`src/hdl/rdl_pkg.sv`:
```
// Package for the resource directory lookup block.
// Holds transfer payload types, command codes, controller types and constants.
// No dependencies.
package rdl_pkg;

  // Command codes of the input channel; code 3 is ignored.
  typedef enum logic [1:0] {
    CMD_CLEAR  = 2'd0,
    CMD_APPEND = 2'd1,
    CMD_LOOKUP = 2'd2
  } cmd_code_t;

  // Controller states.
  typedef enum logic {
    ST_IDLE = 1'b0,
    ST_SCAN = 1'b1
  } state_t;

  localparam logic [15:0] TERMINATOR_ID = 16'hFFFF;
  localparam int          TYPE_SHIFT    = 11;
  localparam int          WIN_VOL_SHIFT = 28;
  localparam int          DOS_VOL_SHIFT = 26;
  localparam int          ENTRY_W       = 48;

  // Input item.
  typedef struct packed {
    logic [1:0]  command;
    logic [15:0] entry_id;
    logic [31:0] entry_location;
    logic [4:0]  query_type;
    logic [10:0] query_number;
    logic [5:0]  preferred_volume;
  } cmd_item_t;

  // Result item.
  typedef struct packed {
    logic        found;
    logic        exact_volume;
    logic [27:0] location_offset;
    logic [5:0]  volume_number;
    logic        table_overflow;
  } rsp_item_t;

  // Controller to datapath commands.
  typedef struct packed {
    logic clear;
    logic append;
    logic start;
    logic load;
  } ctrl_cmd_t;

  // Datapath to controller status.
  typedef struct packed {
    logic scan_done;
  } dp_status_t;

endpackage

```
`src/hdl/rdl_ctrl.sv`:
```
// Controller for the resource directory lookup: command decode, scan
// sequencing and the result output register handshake. Depends on rdl_pkg.
module rdl_ctrl (
  input  logic                clk,
  input  logic                rst,
  input  logic                in_valid,
  input  logic [1:0]          in_command,
  output logic                in_ready,
  output logic                out_valid,
  input  logic                out_ready,
  input  rdl_pkg::dp_status_t status,
  output rdl_pkg::ctrl_cmd_t  ctl
);
  import rdl_pkg::*;

  state_t state, state_next;
  logic   out_valid_next;

  // state and output valid registers
  always_ff @(posedge clk) begin
    if (rst) begin
      state     <= ST_IDLE;
      out_valid <= 1'b0;
    end else begin
      state     <= state_next;
      out_valid <= out_valid_next;
    end
  end

  // next state and commands
  always_comb begin
    state_next = state;
    ctl        = '0;
    in_ready   = 1'b0;
    case (state)
      ST_IDLE: begin
        in_ready = 1'b1;
        if (in_valid) begin
          case (in_command)
            CMD_CLEAR:  ctl.clear  = 1'b1;
            CMD_APPEND: ctl.append = 1'b1;
            CMD_LOOKUP: begin
              ctl.start  = 1'b1;
              state_next = ST_SCAN;
            end
            default: ;
          endcase
        end
      end
      ST_SCAN: begin
        // result register must be free or draining this cycle
        if (status.scan_done && (!out_valid || out_ready)) begin
          ctl.load   = 1'b1;
          state_next = ST_IDLE;
        end
      end
      default: state_next = ST_IDLE;
    endcase
  end

  // output valid: set on load, cleared on transfer
  always_comb begin
    out_valid_next = out_valid;
    if (ctl.load) begin
      out_valid_next = 1'b1;
    end else if (out_valid && out_ready) begin
      out_valid_next = 1'b0;
    end
  end

endmodule

```
`config.mk`:
```
export PLATFORM = sky130hd
export DESIGN_NAME = rdl_ctrl
export DESIGN_NICKNAME = d
export VERILOG_FILES = /design/src/hdl/rdl_pkg.sv /design/src/hdl/rdl_ctrl.sv
export SDC_FILE = /design/constraint.sdc
export NUM_CORES = 1
export LEC_CHECK = 0
export BUFFER_PORTS_ARGS = -buffer_cell sky130_fd_sc_hd__buf_2
export CAP_MARGIN = 20
export CORE_AREA = 8 8 45 47
export DETAILED_ROUTE_END_ITERATION = 8
export DIE_AREA = 0 0 53 55
export GPL_TIMING_DRIVEN = 0
export SLEW_MARGIN = 30
export SYNTH_ARGS = -nofsm -noshare
export SYNTH_HDL_FRONTEND = slang
export SYNTH_SLANG_ARGS = --single-unit
```
`constraint.sdc`:
```
create_clock -name clk -period 0.9 [get_ports clk]
set_input_delay 0.135 -clock clk [delete_from_list [all_inputs] [get_ports clk]]
set_output_delay 0.135 -clock clk [all_outputs]
set_load 0.05 [all_outputs]
```
==> results of run 1 <==
-- metal layers --
layer / vias up / track usage / share of wire
met2: 15 / 0.05664 / 0.38
met1: 84 / 0.04697 / 0.44
met4: 0 / 0.01293 / 0
li1: 92 / - / -
met3: 0 / 0.05882 / 0.17
met5: - / 0 / 0
-- logic make-up after synthesis --
family	synth area share
and+or+nand+nor	0.4865
DFF	0.2883
buffers and inverters	0.08108
AOI/OAI and AO/OA	0.1441
-- timing repair --
item	in CTS	in global routing
buffers inserted	2	3
endpoints found under the setup margin	6	7
pin swaps	3	2
gates resized for setup	20	3
-- Yosys cell counts --
cell type	instances	area, um^2
nand3b_1	1	7.510
nor4b_1	1	8.760
nand2_1	1	3.750
a221oi_2	1	15.01
nand2b_1	1	6.260
and4bb_2	2	25.02
inv_1	1	3.750
a21oi_1	1	5.000
and2_4	1	8.760
dfxtp_1	2	40.04
and2_2	1	7.510
buf_4	1	7.510
-- cell type report --
type / instances / area, um^2 / share of cell area
inverter: 1 / 6.256 / 0.01678
tap: 16 / 20.02 / 0.05369
sequential: 2 / 47.55 / 0.1275
clock buffer: 4 / 26.28 / 0.07047
multi-input combinational: 10 / 118.9 / 0.3188
timing repair buffer: 16 / 153.9 / 0.4128
-- sequential cells by signal, indices dropped and copies added (netlist names) --
signal / flops
state: 1
out_valid: 1
-- stage by stage --
stage	utilization	TNS, ns	setup WS (ns)	power (mW)	cells
finish	0.2694	-1.323	-0.2540	0.4596	49
global route	0.2694	-1.550	-0.2870	0.4993	49
CTS	0.2532	-1.189	-0.2615	0.4613	47
detailed placement	0.1899	-0.5371	-0.2338	0.2046	42
global placement	0.1899	-0.5233	-0.2253	0.2028	42
floorplan	-	-0.2405	-0.1753	0.1700	14
-- layout by cell type (no fill, tap or decap) --
cell type / count
buf_2: 6
buf_8: 5
clkbuf_4: 3
buf_6: 3
and2_4: 2
and4bb_4: 2
dfxtp_4: 2
buf_4: 2
nand2b_4: 1
inv_4: 1
nor4b_4: 1
nand3b_1: 1
a221oi_2: 1
nand2_1: 1
a21oi_1: 1
clkbuf_1: 1
-- worst max-delay path by stage --
stage	start	end	slack (ns)
detailed placement	state	ctl[0]	-0.23
global placement	state	ctl[0]	-0.23
global route	state	ctl[1]	-0.29
floorplan	state	ctl[3]	-0.18
finish	state	ctl[1]	-0.25
CTS	state	ctl[1]	-0.26
-- critical path, cell delays in order, from the launching register on --
cell      delay, ns
dfxtp_4        0.35
and4bb_4       0.31
buf_8          0.14
-- where the power goes --
group          leakage, nW  total (mW)  internal, mW  switching [mW]
registers           0.0178      0.0955        0.0898         0.00570
logic                0.127       0.143        0.0718          0.0710
clock network       0.0150       0.221         0.165          0.0565
==> metrics.csv, run 1 <==
metric,value,unit
Fin. Hold Viols,0,
Synth Warn #,0,
Reg-to-Reg End,state,
ant diodes,0,
Setup Viol. Count Final,6,
core area,0.001384,mm^2
failing checks,negative setup slack,
Pleak,0.1599,nW
# clock sinks,2,
Worst Hold End,out_valid,
run status,"complete, but fails checks",
TritonCTS clock tree,yes,
share of cells above drive strength 1,0.8788,
GRT overflow,0,
DP Area,262.8,um^2
worst-path maximum fanout,5,
Nets,41,
critical path required time,0.76,ns
Setup CP Type,register to primary output,
Avg Inst Size Synth,9.920,um^2
period utilization,1.282,
#FFs+latches synth,2,
largest net degree at the start of global routing,6,
Iter 0 DRT Violations,3,
Mapped Area,138.9,um^2
vias per cell,3.898,
Final min period,1.154,ns
Inserted Clock Buffers,3,
hold_sp,rst,
Max Cap Viol,0,
worst slew pin tran,0.2232,ns
Synth Instances,14,
clk buf depth,2,
H-Tree Depth,1,
r2r startpoint,state,
vias,191,
hold_buf cts,0,
Worst-path clk slew,0.04,ns
RSZ-0062 raised after global routing,yes,
IO buf count,12,
"Seq/Total Area, Yosys",0.2883,
first-pass GRT wire length,931,um
initial core utilization,0.1004,
number of global-route vias before repair,222,
DIE AREA,0.002915,mm^2
IO Count,13,
"Slew Viols, Final",0,
fill cell total of the finished layout,147,
r2r setup slk,-0.12,ns
DRT antenna net count,0,
Peak supply drop,0.7768,mV
initial antenna violation count,0,
synthesized net count,21,
R2R depth,5,
Synth-to-Final Area Change,168.5,%
final wirelength,569,um
routability cong.,0.5629,
GRT Util Overall,0.04640,
First-pass DRT Iterations,3,
Worst Hold Class,primary input to register,
chip width,53,um
worst rel slew slack,0.8506,
Worst Setup Start Kind,register,
critical path data arrival time,1.02,ns
Netlist cell types,12,
height of the die,55,um
# rows,14,
DR WL/cell,11.61,um
Setup crit end kind,primary output,
clk_lat worst skew,0.23,ns
DR DRC count,0,
final worst slack,-0.2540,ns
Layout Skew,0.01222,ns
hold path depth,2,
Max Fclk,0.8665,GHz
PwrDens,1233,mW/mm^2
root buffer selected by CTS,clkbuf_4,
Hold WS,0.07804,ns
final instance area,372.9,um^2
Power figures use the tool's default switching activity.
==> run 2: changes to the inputs <==
GPL_TIMING_DRIVEN = not set   (was 0)
==> run 2 against run 1 <==
Effect of this change: the flow still finishes with violations (negative setup slack); cell count decreased by 2.0%; first-iteration DRC count decreased by 33%; register-to-register slack improved by 0.09 ns; via count decreased by 7.9%; design area decreased by 3.0%; critical path depth unchanged; global-route usage decreased by 0.16 points; worst hold slack got worse by 0.00081 ns; routed wire length decreased by 6.5%; sequential share of layout area increased by 0.40 points; count of clock-buffer cells in the layout unchanged; non-clock buffer count decreased by 1; largest cell class unchanged.
==> metrics.csv, run 2 (synthesized netlist as in run 1, its figures left out) <==
metric,value,unit,change
vias,176,,-7.9%
Setup crit end kind,primary output,,
Max Cap Viol,0,,unchanged
TritonCTS clock tree,yes,,
failing checks,negative setup slack,,
Worst Setup Start Kind,register,,
initial antenna violation count,0,,unchanged
worst-path maximum fanout,5,,unchanged
Layout Skew,0.01016,ns,-0.002067 ns
largest registers,"out_valid: 1 flops, state: 1 flops",,
worst slew pin tran,0.2063,ns,-0.01687 ns
placed instance count,44,,+4.8%
pre-CTS setup slack,-0.1175,ns,+0.1163 ns
worst rel slew slack,0.8619,,+0.01130
DR WL/cell,11.08,um,-4.6%
IO Count,13,,unchanged
"most common cell after layout, fill and taps aside",buf_2,,
height of the die,55,um,unchanged
run status,"complete, but fails checks",,
GRT Util Overall,0.04476,,-0.001638
Nets,40,,-2.4%
critical path data arrival time,1.02,ns,about the same
PwrDens,1259,mW/mm^2,+2.1%
Worst Hold Class,primary input to register,,
IO buf count,12,,unchanged
Layout Cells excl Fill,48,,-2.0%
Fin. Hold Viols,0,,unchanged
Peak supply drop,0.5206,mV,-33%
DR DRC count,0,,unchanged
GRT overflow,0,,unchanged
share of cells above drive strength 1,0.8750,,-0.003788
number of global-route vias before repair,190,,-14%
Inserted Clock Buffers,3,,unchanged
chip width,53,um,unchanged
largest net degree at the start of global routing,6,,unchanged
Setup CP Type,register to primary output,,
DIE AREA,0.002915,mm^2,unchanged
# rows,14,,unchanged
most frequent cells in the layout,"6 x buf_2, 5 x buf_8, 3 x clkbuf_4",,
period utilization,1.283,,about the same
initial core utilization,0.1004,,unchanged
root buffer selected by CTS,clkbuf_4,,
final wirelength,532,um,-6.5%
# clock sinks,2,,unchanged
first-pass GRT wire length,848,um,-8.9%
Iter 0 DRT Violations,2,,-1
DRT antenna net count,0,,unchanged
ant diodes,0,,unchanged
"Slew Viols, Final",0,,unchanged
hold_buf cts,0,,unchanged
grt met1 use,0.05303,,+0.006061
Setup Viol. Count Final,6,,unchanged
First-pass DRT Iterations,3,,unchanged
Synth-to-Final Area Change,160.4,%,
GR Util met2,0.03516,,-0.02148
H-Tree Depth,1,,unchanged
Max Fclk,0.8662,GHz,about the same
clk_lat worst skew,0.23,ns,about the same
Worst-path clk slew,0.04,ns,about the same
final worst slack,-0.2544,ns,-0.0004130 ns
RSZ-0062 raised after global routing,yes,,
routability cong.,0.5933,,+5.4%
critical path required time,0.76,ns,about the same
GR Util met3,0.03743,,-0.02139
clk buf depth,2,,unchanged
fill cell total of the finished layout,139,,-5.4%
core area,0.001384,mm^2,unchanged
global routing's busiest layer,met4,,
Pleak,0.1537,nW,-3.9%
vias per cell,3.667,,-5.9%
Final min period,1.154,ns,+0.0004130 ns
run 2: stage by stage:
step	hold slack [ns]	power, mW	setup TNS (ns)	util	cell area (um^2)
floorplan	0.1938	0.1700	-0.2405	-	182.7
global placement	0.3091	0.2053	-0.4305	0.1953	270.3
detailed placement	0.3133	0.2053	-0.4203	0.1953	270.3
CTS	0.06673	0.4672	-1.165	0.2523	349.1
global route	0.06302	0.4886	-1.370	0.2613	361.6
finish	0.07723	0.4551	-1.134	0.2613	361.6
run 2: critical path: stages (launching register included):
cell and delay (ns):
dfxtp_4 0.35, and4bb_4 0.30, buf_8 0.14
run 2: power breakdown:
group / internal (mW) / switching (mW) / leakage, nW
sequential: 0.0898 / 0.00524 / 0.0178
clock: 0.165 / 0.0601 / 0.0150
combinational: 0.0657 / 0.0692 / 0.121
total: 0.321 / 0.135 / 0.154
run 2: area by class of cell:
cell class	instances	area [um^2]	share of cell area
multi-input cells	10	118.9	0.3287
well taps	16	20.02	0.05536
clock buffers	4	26.28	0.07266
inverters	1	6.256	0.01730
flip-flops and latches	2	47.55	0.1315
repair buffers	15	142.6	0.3945
run 2: layer usage:
metal / up-vias / share of wire
met5: - / 0
met4: 0 / 0.032
met3: 2 / 0.13
met2: 15 / 0.32
met1: 72 / 0.52
li1: 87 / -
run 2: worst paths after layout:
| kind | cells past startpoint | end | slack (ns) | startpoint |
|---|---|---|---|---|
| setup / recovery | 2 | ctl[1] | -0.25 | state |
| hold / removal | 2 | out_valid | 0.08 | rst |
| hold reg to reg | 3 | out_valid | 0.61 | out_valid |
| setup reg to reg | 3 | state | -0.03 | state |
run 2: repair_timing:
action | CTS | global route
gates resized for setup | 17 | 4
setup endpoints to repair | 7 | 7
pin swaps | 0 | 2
buffers inserted | 0 | 0
